<file path="src/hdl/sstf_pkg.sv">
// Shared types and constants for the SSTF disk request scheduler.
// Used by sstf_front, sstf_back and sstf_disk_request_scheduler_core; no dependencies.
`default_nettype none
package sstf_pkg;

	// Default slot table depth and configuration reset values.
	localparam int DEF_SLOTS = 16;
	localparam logic [15:0] SERVICE_TIME_RST = 16'd100;
	localparam logic [16:0] NUM_CYLINDERS_RST = 17'd100;

	// Configuration register indexes and write data width.
	localparam int CFG_IDX_W = 1;
	localparam int CFG_DATA_W = 17;
	localparam logic [CFG_IDX_W-1:0] CFG_SERVICE_TIME = 1'd0;
	localparam logic [CFG_IDX_W-1:0] CFG_NUM_CYLINDERS = 1'd1;

	// Depth of the command queue between front and back.
	localparam int FQ_DEPTH = 2;
	localparam int FQ_AW = 1;
	localparam int FQ_CW = 2;

	// Command codes of the input word.
	localparam logic CMD_SUBMIT = 1'b0;
	localparam logic CMD_DISPATCH = 1'b1;

	typedef enum logic [2:0] {
		ST_SERVED = 3'd0,
		ST_ACCEPTED = 3'd1,
		ST_FULL = 3'd2,
		ST_RANGE = 3'd3,
		ST_NONE = 3'd4
	} status_t;

	// Classification made by the front before a command is queued.
	typedef enum logic [1:0] {
		K_SUBMIT = 2'd0,
		K_RANGE = 2'd1,
		K_DISPATCH = 2'd2
	} kind_t;

	typedef struct packed {
		logic cmd;
		logic [7:0] req_id;
		logic [15:0] cylinder;
		logic [31:0] arrival_time;
	} in_word_t;

	typedef struct packed {
		logic [2:0] status;
		logic [7:0] served_id;
		logic [15:0] served_cylinder;
		logic [15:0] seek_distance;
		logic [31:0] wait_time;
		logic [31:0] turnaround;
		logic [31:0] total_distance;
		logic [31:0] clock_now;
	} out_word_t;

	// One stored request: what a slot of the table holds.
	typedef struct packed {
		logic [7:0] id;
		logic [15:0] cyl;
		logic [31:0] arr;
	} slot_t;

	typedef struct packed {
		kind_t kind;
		slot_t req;
	} fq_entry_t;

endpackage
`default_nettype wire

</file>
<file path="src/hdl/sstf_front.sv">
// Front end of the SSTF scheduler: classifies input words and queues them.
// Depends on sstf_pkg.
`default_nettype none
module sstf_front (
	input wire logic clk,
	input wire logic arst_n,
	input wire logic [16:0] num_cylinders,
	input wire logic push,
	output logic full,
	input wire sstf_pkg::in_word_t req,
	output logic fq_empty,
	input wire logic fq_pop,
	output sstf_pkg::fq_entry_t fq_head
);
	import sstf_pkg::*;

	fq_entry_t entry_q [FQ_DEPTH];
	logic [FQ_AW-1:0] wptr_q;
	logic [FQ_AW-1:0] rptr_q;
	logic [FQ_CW-1:0] count_q;
	fq_entry_t classified;
	logic do_push;
	logic do_pop;

	// The range check is made here so that the back only sees valid submits.
	always_comb begin
		classified.req.id = req.req_id;
		classified.req.cyl = req.cylinder;
		classified.req.arr = req.arrival_time;
		if (req.cmd == CMD_DISPATCH) begin
			classified.kind = K_DISPATCH;
		end else if ({1'b0, req.cylinder} >= num_cylinders) begin
			classified.kind = K_RANGE;
		end else begin
			classified.kind = K_SUBMIT;
		end
	end

	assign full = (count_q == FQ_CW'(FQ_DEPTH));
	assign fq_empty = (count_q == '0);
	assign do_push = push && !full;
	assign do_pop = fq_pop && !fq_empty;
	assign fq_head = entry_q[rptr_q];

	always_ff @(posedge clk or negedge arst_n) begin
		if (!arst_n) begin
			wptr_q <= '0;
			rptr_q <= '0;
			count_q <= '0;
		end else begin
			if (do_push) begin
				wptr_q <= (wptr_q == FQ_AW'(FQ_DEPTH - 1)) ? '0 : wptr_q + 1'b1;
			end
			if (do_pop) begin
				rptr_q <= (rptr_q == FQ_AW'(FQ_DEPTH - 1)) ? '0 : rptr_q + 1'b1;
			end
			if (do_push && !do_pop) begin
				count_q <= count_q + 1'b1;
			end else if (do_pop && !do_push) begin
				count_q <= count_q - 1'b1;
			end
		end
	end

	always_ff @(posedge clk) begin
		if (do_push) begin
			entry_q[wptr_q] <= classified;
		end
	end

endmodule
`default_nettype wire

</file>
<file path="src/hdl/sstf_back.sv">
// Back end of the SSTF scheduler: slot table, scan, timing arithmetic and result register.
// Depends on sstf_pkg.
`default_nettype none
module sstf_back #(
	parameter int SLOTS = sstf_pkg::DEF_SLOTS
) (
	input wire logic clk,
	input wire logic arst_n,
	input wire logic [15:0] service_time,
	input wire logic fq_empty,
	output logic fq_pop,
	input wire sstf_pkg::fq_entry_t fq_head,
	output logic empty,
	input wire logic pop,
	output sstf_pkg::out_word_t rsp
);
	import sstf_pkg::*;

	localparam int IW = (SLOTS > 1) ? $clog2(SLOTS) : 1;
	localparam logic [IW-1:0] LAST = IW'(SLOTS - 1);

	typedef enum logic [7:0] {
		S_IDLE  = 8'b0000_0001,
		S_FREE  = 8'b0000_0010,
		S_SCAN  = 8'b0000_0100,
		S_DRAIN = 8'b0000_1000,
		S_FIN1  = 8'b0001_0000,
		S_FIN2  = 8'b0010_0000,
		S_FIN3  = 8'b0100_0000,
		S_EMIT  = 8'b1000_0000
	} state_t;

	typedef struct packed {
		logic [IW-1:0] slot;
		slot_t ent;
		logic [15:0] d;
	} cand_t;

	function automatic logic [31:0] sat_add32(input logic [31:0] a, input logic [31:0] b);
		logic [32:0] s;
		s = {1'b0, a} + {1'b0, b};
		return s[32] ? 32'hFFFF_FFFF : s[31:0];
	endfunction

	function automatic logic [31:0] floor_sub32(input logic [31:0] a, input logic [31:0] b);
		return (a >= b) ? (a - b) : 32'd0;
	endfunction

	state_t state_q;
	logic [IW-1:0] cnt_q;
	logic [SLOTS-1:0] valid_q;
	slot_t mem [SLOTS];
	slot_t rdata_s1;
	logic rvld_s1;
	logic [IW-1:0] ridx_s1;
	cand_t a_q;
	cand_t e_q;
	logic have_arr_q;
	logic have_any_q;
	cand_t pick_q;
	slot_t cmd_q;
	status_t status_q;
	logic [31:0] wait_q;
	logic [31:0] tat_q;
	logic [15:0] head_q;
	logic [31:0] clock_q;
	logic [31:0] dist_q;
	out_word_t res_q;
	logic res_valid_q;

	logic [15:0] d_s1;
	logic arrived_s1;
	cand_t cand_s1;
	logic a_upd;
	logic e_upd;
	cand_t sel;
	logic [31:0] clk_eff;
	logic mem_we;
	logic emit_fire;
	logic served;
	out_word_t res_d;

	// Candidate evaluation for the slot read out in the previous cycle.
	always_comb begin
		d_s1 = (rdata_s1.cyl >= head_q) ? (rdata_s1.cyl - head_q) : (head_q - rdata_s1.cyl);
		arrived_s1 = (rdata_s1.arr <= clock_q);
		cand_s1.slot = ridx_s1;
		cand_s1.ent = rdata_s1;
		cand_s1.d = d_s1;
		// Nearest arrived request, earlier arrival wins a tie, lower slot after that.
		a_upd = rvld_s1 && arrived_s1 && (!have_arr_q || (d_s1 < a_q.d) ||
			((d_s1 == a_q.d) && (rdata_s1.arr < a_q.ent.arr)));
		// Earliest pending request, nearer wins a tie; used when nothing has arrived.
		e_upd = rvld_s1 && (!have_any_q || (rdata_s1.arr < e_q.ent.arr) ||
			((rdata_s1.arr == e_q.ent.arr) && (d_s1 < e_q.d)));
	end

	assign sel = have_arr_q ? a_q : e_q;
	assign clk_eff = have_arr_q ? clock_q : e_q.ent.arr;
	assign fq_pop = (state_q == S_IDLE) && !fq_empty;
	assign mem_we = (state_q == S_FREE) && !valid_q[cnt_q];
	assign emit_fire = (state_q == S_EMIT) && (!res_valid_q || pop);
	assign served = (status_q == ST_SERVED);
	assign empty = !res_valid_q;
	assign rsp = res_q;

	always_comb begin
		res_d.status = status_q;
		res_d.served_id = served ? pick_q.ent.id : 8'd0;
		res_d.served_cylinder = served ? pick_q.ent.cyl : 16'd0;
		res_d.seek_distance = served ? pick_q.d : 16'd0;
		res_d.wait_time = served ? wait_q : 32'd0;
		res_d.turnaround = served ? tat_q : 32'd0;
		res_d.total_distance = dist_q;
		res_d.clock_now = clock_q;
	end

	always_ff @(posedge clk or negedge arst_n) begin
		if (!arst_n) begin
			state_q <= S_IDLE;
			cnt_q <= '0;
			valid_q <= '0;
			rvld_s1 <= 1'b0;
			have_arr_q <= 1'b0;
			have_any_q <= 1'b0;
			status_q <= ST_NONE;
			head_q <= '0;
			clock_q <= '0;
			dist_q <= '0;
			res_valid_q <= 1'b0;
		end else begin
			rvld_s1 <= (state_q == S_SCAN) && valid_q[cnt_q];
			if (a_upd) begin
				have_arr_q <= 1'b1;
			end
			if (e_upd) begin
				have_any_q <= 1'b1;
			end
			if (emit_fire) begin
				res_valid_q <= 1'b1;
			end else if (pop) begin
				res_valid_q <= 1'b0;
			end
			case (state_q)
				S_IDLE: begin
					if (!fq_empty) begin
						cnt_q <= '0;
						case (fq_head.kind)
							K_SUBMIT: state_q <= S_FREE;
							K_RANGE: begin
								status_q <= ST_RANGE;
								state_q <= S_EMIT;
							end
							K_DISPATCH: begin
								have_arr_q <= 1'b0;
								have_any_q <= 1'b0;
								state_q <= S_SCAN;
							end
							default: state_q <= S_IDLE;
						endcase
					end
				end
				S_FREE: begin
					if (!valid_q[cnt_q]) begin
						valid_q[cnt_q] <= 1'b1;
						status_q <= ST_ACCEPTED;
						state_q <= S_EMIT;
					end else if (cnt_q == LAST) begin
						status_q <= ST_FULL;
						state_q <= S_EMIT;
					end else begin
						cnt_q <= cnt_q + 1'b1;
					end
				end
				S_SCAN: begin
					if (cnt_q == LAST) begin
						state_q <= S_DRAIN;
					end else begin
						cnt_q <= cnt_q + 1'b1;
					end
				end
				S_DRAIN: state_q <= S_FIN1;
				S_FIN1: begin
					if (!have_any_q) begin
						status_q <= ST_NONE;
						state_q <= S_EMIT;
					end else begin
						clock_q <= sat_add32(clk_eff, {16'd0, sel.d});
						dist_q <= sat_add32(dist_q, {16'd0, sel.d});
						state_q <= S_FIN2;
					end
				end
				S_FIN2: begin
					clock_q <= sat_add32(clock_q, {16'd0, service_time});
					state_q <= S_FIN3;
				end
				S_FIN3: begin
					head_q <= pick_q.ent.cyl;
					valid_q[pick_q.slot] <= 1'b0;
					status_q <= ST_SERVED;
					state_q <= S_EMIT;
				end
				S_EMIT: begin
					if (emit_fire) begin
						state_q <= S_IDLE;
					end
				end
				default: state_q <= S_IDLE;
			endcase
		end
	end

	// Payload registers.
	always_ff @(posedge clk) begin
		ridx_s1 <= cnt_q;
		if (a_upd) begin
			a_q <= cand_s1;
		end
		if (e_upd) begin
			e_q <= cand_s1;
		end
		if (fq_pop) begin
			cmd_q <= fq_head.req;
		end
		if (state_q == S_FIN1) begin
			pick_q <= sel;
		end
		if (state_q == S_FIN2) begin
			wait_q <= floor_sub32(clock_q, pick_q.ent.arr);
		end
		if (state_q == S_FIN3) begin
			tat_q <= floor_sub32(clock_q, pick_q.ent.arr);
		end
		if (emit_fire) begin
			res_q <= res_d;
		end
	end

	// Slot table: one write port for submits, one registered read port for the scan.
	always_ff @(posedge clk) begin
		if (mem_we) begin
			mem[cnt_q] <= cmd_q;
		end
		rdata_s1 <= mem[cnt_q];
	end

endmodule
`default_nettype wire

</file>
<file path="src/hdl/sstf_disk_request_scheduler_core.sv">
// Top level of the SSTF disk request scheduler: configuration registers,
// front classifier with command queue (sstf_front) and executing back end (sstf_back).
`default_nettype none
// Channel    Handshake        Word          Direction
// request    push / full      req           in
// result     empty / pop      rsp           out
// config     cfg_wen          cfg_index,    in
//                             cfg_data
//
// A submit word searches the slots in order for the lowest free one; an
// out-of-range submit goes straight to the result. A dispatch word scans every
// slot: the slot table has one read port, so the scan reads one slot per cycle,
// then the timing arithmetic runs in S_FIN1, S_FIN2 and S_FIN3 (only S_FIN1
// when nothing is pending).
// The command queue holds two words, so the front keeps taking words while
// the back works or while a finished result waits to be popped.
// Reset is asynchronous and needs no clearing pass; of the slot table only the valid bits clear.
module sstf_disk_request_scheduler_core #(
	parameter int SLOTS = sstf_pkg::DEF_SLOTS
) (
	input wire logic clk,
	input wire logic arst_n,
	input wire logic push,
	output logic full,
	input wire sstf_pkg::in_word_t req,
	output logic empty,
	input wire logic pop,
	output sstf_pkg::out_word_t rsp,
	input wire logic cfg_wen,
	input wire logic [sstf_pkg::CFG_IDX_W-1:0] cfg_index,
	input wire logic [sstf_pkg::CFG_DATA_W-1:0] cfg_data
);
	import sstf_pkg::*;

	logic [15:0] service_time_q;
	logic [16:0] num_cylinders_q;
	logic fq_empty;
	logic fq_pop;
	fq_entry_t fq_head;

	// The user must write configuration only while the block is idle (the block
	// does not enforce this), so both halves may read the registers directly.
	always_ff @(posedge clk or negedge arst_n) begin
		if (!arst_n) begin
			service_time_q <= SERVICE_TIME_RST;
			num_cylinders_q <= NUM_CYLINDERS_RST;
		end else if (cfg_wen) begin
			case (cfg_index)
				CFG_SERVICE_TIME: service_time_q <= cfg_data[15:0];
				CFG_NUM_CYLINDERS: num_cylinders_q <= cfg_data[16:0];
				default: ;
			endcase
		end
	end

	// The front tags each word as submit, out-of-range submit or dispatch.
	sstf_front u_front (
		.clk(clk),
		.arst_n(arst_n),
		.num_cylinders(num_cylinders_q),
		.push(push),
		.full(full),
		.req(req),
		.fq_empty(fq_empty),
		.fq_pop(fq_pop),
		.fq_head(fq_head)
	);

	// The back owns the slot table, head, clock and distance sum, and holds
	// the result register that the result channel reads.
	sstf_back #(
		.SLOTS(SLOTS)
	) u_back (
		.clk(clk),
		.arst_n(arst_n),
		.service_time(service_time_q),
		.fq_empty(fq_empty),
		.fq_pop(fq_pop),
		.fq_head(fq_head),
		.empty(empty),
		.pop(pop),
		.rsp(rsp)
	);

endmodule
`default_nettype wire

</file>
<file path="config.mk">
export PLATFORM = sky130hd
export DESIGN_NAME = sstf_disk_request_scheduler_core
export DESIGN_NICKNAME = d
export VERILOG_FILES = /design/src/hdl/sstf_pkg.sv /design/src/hdl/sstf_front.sv /design/src/hdl/sstf_back.sv /design/src/hdl/sstf_disk_request_scheduler_core.sv
export SDC_FILE = /design/constraint.sdc
export NUM_CORES = 2
export LEC_CHECK = 0
export BUFFER_PORTS_ARGS = -buffer_cell sky130_fd_sc_hd__buf_4
export CAP_MARGIN = 30
export CORE_MARGIN = 2
export CORE_UTILIZATION = 55
export CTS_CLUSTER_SIZE = 16
export DETAILED_ROUTE_END_ITERATION = 8
export GPL_TIMING_DRIVEN = 0
export PLACE_DENSITY = 0.78
export SLEW_MARGIN = 20
export SYNTH_ARGS = -nofsm -noshare
export SYNTH_HDL_FRONTEND = slang
export SYNTH_SLANG_ARGS = --single-unit
export TNS_END_PERCENT = 50
</file>
<file path="constraint.sdc">
create_clock -name clk -period 9.8 [get_ports clk]
set_input_delay 0.49 -clock clk [delete_from_list [all_inputs] [get_ports clk]]
set_output_delay 0.49 -clock clk [all_outputs]
set_load 0.02 [all_outputs]
</file>
* After elaboration in Yosys (flattened, before gate mapping)
Memory sizes are Yosys's and may differ from the RTL's. A register that Yosys moved wholly into a read port is not among the register bits.
Cells that the tools add are included.
** Storage, ports and cells
- Memories kept :: 2
- RAM bits :: 1012
- Output and inout port bits :: 173
- Bits in registers :: 675
- Input bits :: 80
- Word-level logic and storage cells :: 197
** Memories
- u_back.mem :: words 16, width 56, read ports 1, clocked after Yosys merged registers in 1, wr ports 1, line sstf_back.sv:52 : slot_t mem [SLOTS];
- u_front.entry_q :: words 2, width 58, read ports 1, clocked after Yosys merged registers in 0, wr ports 1, line sstf_front.sv:17 : fq_entry_t entry_q [FQ_DEPTH];
** Operators by class
- Equality and inequality tests :: 23
- Reduce and logical (&&, ||, !) cells :: 45
- Magnitude comparators :: 12
- Mux-type cells :: 55
- Add/sub/neg operators :: 11
- Bitwise gates (word level) :: 4
** Operators by type and width (number)
- $mux 32 :: 6
- $add 32x16->33 :: 3
- $mux 76 :: 1
- $lt 32x32->1 :: 2
- $pmux 32 s2 :: 1
- $pmux 8 s8 :: 1
- $mux 8 :: 6
- $eq 32x32->1 :: 1
- $ge 32x32->1 :: 1
- $le 32x32->1 :: 1
- $lt 16x16->1 :: 2
- $mux 16 :: 2
- $pmux 16 s2 :: 1
- $sub 16x16->16 :: 2
- $sub 32x32->32 :: 1
- $pmux 8 s3 :: 1
- $mux 1 :: 20
- $ge 16x17->1 :: 1
- $and 16x16->16 :: 1
- $eq 16x16->1 :: 1
- $ge 16x16->1 :: 1
- $not 16->16 :: 1
- $or 16x16->16 :: 1
- $logic_and 1x1->1 :: 15
- other kinds (39) :: 77

* Logic depth before layout (Yosys ltp)
- Depth in word-level cells :: 10
- Mapped depth :: 21
- Depth with buffers taken out :: 20

* Hierarchy
Synthesis repeated with hierarchy kept, for this count alone.
** Second synthesis, totals
- Cells, all modules :: 4305
- Area total of the unflattened synthesis :: 72701.0 µm²
** Modules (own cells, without submodules)
- sstf_back :: cells an instance 3976, instances 1, sequential area each 46572.2 µm², area each 66657.7 µm²
- sstf_front :: cells an instance 258, instances 1, sequential area each 3583.4 µm², area each 4798.4 µm²
- sstf_disk_request_scheduler_core :: cells an instance 71, instances 1, sequential area each 833.3 µm², area each 1244.9 µm²

* Worst setup path before layout
Ideal clock, no wire load.
- Path kind :: register to register
- From :: register u_back.state_q[3]
- To :: register u_back.res_q (netlist bit u_back.rsp[0]) (enable)
- Buffers on the path :: 0
- Required time :: 9.077 ns
- Path slack :: 0.278 ns
- Arrival :: 8.799 ns
- Setup time :: 0.723 ns
- Stages on the path, launching flop included :: 5
- Clock period less this slack :: 9.522 ns
- Cell sequence :: dfrtp_1 or4_1 nor3_1 nand3b_1 nor2b_1
** Between the ends
- Longest elaborated chain between the ends :: 2
** Ends and longest elaborated chain
- start, declared :: line sstf_back.sv:49 : state_t state_q;
- start signal, assigned :: line sstf_back.sv:120 : state_q <= S_IDLE;
- start signal, assigned :: line sstf_back.sv:149 : K_SUBMIT: state_q <= S_FREE;
- start signal, assigned :: line sstf_back.sv:152 : state_q <= S_EMIT;
- $eq 8x8->1 :: line sstf_back.sv:102 : assign emit_fire = (state_q == S_EMIT) && (!res_valid_q || pop);
- $logic_and 1x1->1 :: line sstf_back.sv:102
- named net u_back.emit_fire :: line sstf_back.sv:79 : logic emit_fire;
- end signal, assigned :: line sstf_back.sv:235 : res_q <= res_d;
- end, declared :: line sstf_back.sv:68 : out_word_t res_q;
The timed path passes the listed nets, and every way through them passes these cells.
A chain may end at the register's enable or synchronous reset.

==> results.cfg <==
[logic_synthesis]
synth.avg_cell_area_sq_um = 16.7
yosysMostFrequentCell = edfxtp_1
ys_warn_count = 0
synth_area_leaders = edfxtp_1, mux4_2, dfrtp_1, ha_1, mux2_2
ys_seq_elements = 1743
synth_top_area_share_pct = 63.1
synth.distinct_cells = 85
synthTopCellsByCount = edfxtp_1, mux4_2, ha_1, inv_1, o21ai_0
syn_nets = 4701
synth_edf_count = 1531
netlist_area_sq_mm = 0.0729
synth_cells = 4357
async_flop_share_pct = 8.72
yosys.area.top_type = edfxtp_1
ys_seq_area_share_pct = 69.9
synth_flop_cell = edfxtp_1

[route]
vias = 43000
drt_iter0_drc = 5759
routed_via_density = 6.29
wl_mm = 200
drc_errors = 0
drt-wirelength-per-cell_um = 29.2
drtPass1Iterations = 6
detail-route-antenna-nets = 0

[clock_tree]
cts_resized = 0
cts_setup_buffers = 0
cts.sinks = 1743
clkTransAtPathRegs_ns = 0.06
cts_buffers = 170
clockRootBuffer = clkbuf_16
clk_path_buf_depth = 3
htree_levels = 4
clkLatencyLatePin_ns = 0.81
cts_tree = done
postCtsHoldBufs = 74

[timing]
rsz0062_at_grt = false
finalCritPeriodShare_pct = 75.9
slew_violations = 0
worst_pin_slew_ns = 1.07
fin_worst_skew_ns = 0.0376
layout_min_cycle_time_ns = 7.44
setup_viol = 0
fmax_mhz = 134
slew-limit-headroom_pct = 28.0
hold_viol = 0

[place]
gp_congestion = 0.936
dpl.cell_count = 6437
hpwl_mm = 129
portBuffers = 252

[critical_path]
crit_fanout = 10
regToRegEndpoint = u_back.e_q[58]
reg2reg_from = u_back.cand_s1[48]
cp.arrival_ns = 7.93
reg2reg_setup_slack_ns = 2.36
crit_type = flip-flop to flip-flop
worst-r2r-cell-count = 26
crit_required_ns = 10.29
critPathLaunchType = flip-flop
startpoint = u_back.cand_s1[48]
critPathCaptureType = flip-flop

[layout]
syn_to_final_growth_pct = 16.7
instances_no_fill = 6837
fin_nets = 5276
layout-drive-gt1-share_pct = 21.0
final_util_pct = 64.7

[global_routing]
grt_busiest_layer = met2
grtUsageMet2_pct = 48.7
antenna_found_initial = 20
met1_usage_pct = 38.2
grt_pass1_wl_mm = 291
track_usage_pct = 29.6
grt.overflow.total = 0
grt_max_degree = 91
grt_pass1_vias = 43500
met3_usage_pct = 6.36

[floorplanning]
start_util_pct = 55.5
die_height_um = 368
rows = 133
die_area_sq_mm = 0.135
die_w_um = 368
core_sq_mm = 0.131
pin_count = 253

[hold_path]
hold_path_end = u_front.entry_q[1][57]
hold_start = req[56]
min_path_type = input port to flip-flop
hold_depth = 1

[power]
leakage_nw = 30.2
vdd_drop_max_uv = 213
power_density_mw_per_mm2 = 260

[run_status]
outcome = completed

[run]
maxCapViolCount = 0
[placed cells by master (no fill, tap or decap), types with 17 or more instances in the layout]
master	n
nand2_1	180
o21ai_0	174
dlygate4sd3_1	74
dfxtp_1	60
and2_1	114
nand4_1	43
a31oi_1	19
o211ai_1	25
ha_1	258
nand2b_1	17
buf_16	22
buf_4	264
dfrtp_1	144
a211oi_1	25
clkbuf_16	178
a21o_1	98
nor3_1	52
xnor2_1	54
o21a_1	30
buf_2	19
nand3_1	56
nor2b_1	24
buf_1	23
edfxtp_1	1531
mux4_2	285
mux2_2	131
clkinv_1	23
nor2_1	161
inv_1	257
clkbuf_1	151
xor2_1	29
buf_6	18
and3_1	21
bufinv_16	20
a21oi_1	127
[worst max path at each step]
stage / to / slack, ns / cells past startpoint
floorplan: u_back.rsp[0] / 0.28 / 4
global placement: u_back.rsp[21] / -2.85 / 4
detailed placement: u_back.e_q[58] / 2.39 / 26
CTS: u_back.e_q[58] / 2.35 / 26
global route: u_back.e_q[58] / 1.93 / 26
finish: u_back.e_q[58] / 2.36 / 26
[layer usage]
layer | share of wire (%) | vias up
met1 | 37 | 21600
met4 | 4.7 | 8
li1 | - | 18200
met5 | 0.028 | -
met3 | 9.9 | 544
met2 | 49 | 2765
[cell type report]
class | instances | area, sq um
Tap cell | 1755 | 2200
Antenna cell | 8 | 20.0
Multi-Input combinational cell | 2202 | 20500
Clock buffer | 234 | 4770
Fill cell | 8777 | 46400
Sequential cell | 1743 | 51000
Timing Repair Buffer | 403 | 4000
Clock inverter | 80 | 1050
Buffer | 154 | 618
Inverter | 258 | 968
[flip-flops by register name, summed over array words and instances, names as in the netlist, 56 cells and up]
name             flops
u_back.cmd_q        56
u_back.a_q          76
u_front.entry_q    116
u_back.pick_q       76
u_back.rsp         171
u_back.mem         896
u_back.e_q          76
u_back.cand_s1      56
[worst max-delay path: stages (launching register included)]
cell and delay (ns):
dfxtp_1 0.36, inv_1 0.08, ha_1 0.16, inv_1 0.06, fa_1 0.48, a211oi_1 0.26, o21bai_1 0.16, o41ai_2 0.36
o211ai_1 0.24, a221oi_4 0.58, buf_2 0.33, mux2_2 0.42, ha_1 0.30, a21boi_0 0.13, o21a_1 0.20, o21a_1 0.17
o21ai_0 0.15, a21oi_1 0.10, a2111oi_0 0.51, o221ai_1 0.41, o211ai_1 0.43, buf_4 0.28, buf_4 0.18, buf_4 0.20
buf_4 0.20, buf_4 0.20, buf_4 0.19
[cell families (layout without fill, tap and decap cells)]
logic type | Yosys count | after routing | synth area share [%]
AO/OA/AOI/OAI | 671 | 671 | 6.10
XOR/XNOR | 83 | 83 | 0.997
adder cells (fa/ha/maj) | 264 | 264 | 4.59
buffers and inverters | 412 | 1129 | 2.15
flip-flops | 1743 | 1743 | 69.9
multiplexers | 430 | 430 | 11.0
other | 0 | 8 | 0
AND/OR/NAND/NOR | 754 | 754 | 5.20
[report_power, final]
| group | internal, mW | switching (mW) | total, mW |
|---|---|---|---|
| logic | 2.04 | 2.89 | 4.93 |
| clock network | 3.96 | 2.84 | 6.80 |
| registers | 9.52 | 0.895 | 10.4 |
| total | 15.5 | 6.62 | 22.1 |
[through the flow]
step	power (mW)	setup TNS [ns]	instance area, sq um	hold slack (ns)	worst slack, ns
2_1_floorplan	13.2	0	72900	0.194	0.278
3_3_place_gp	15.0	-684.88	77000	0.353	-2.85
3_5_place_dp	15.2	0	78400	0.361	2.39
4_1_cts	22.1	0	85000	0.0101	2.35
5_1_grt	22.9	0	85100	0.0211	1.93
6_report	22.1	0	85100	0.0690	2.36
(Power assumes the default switching activity.)
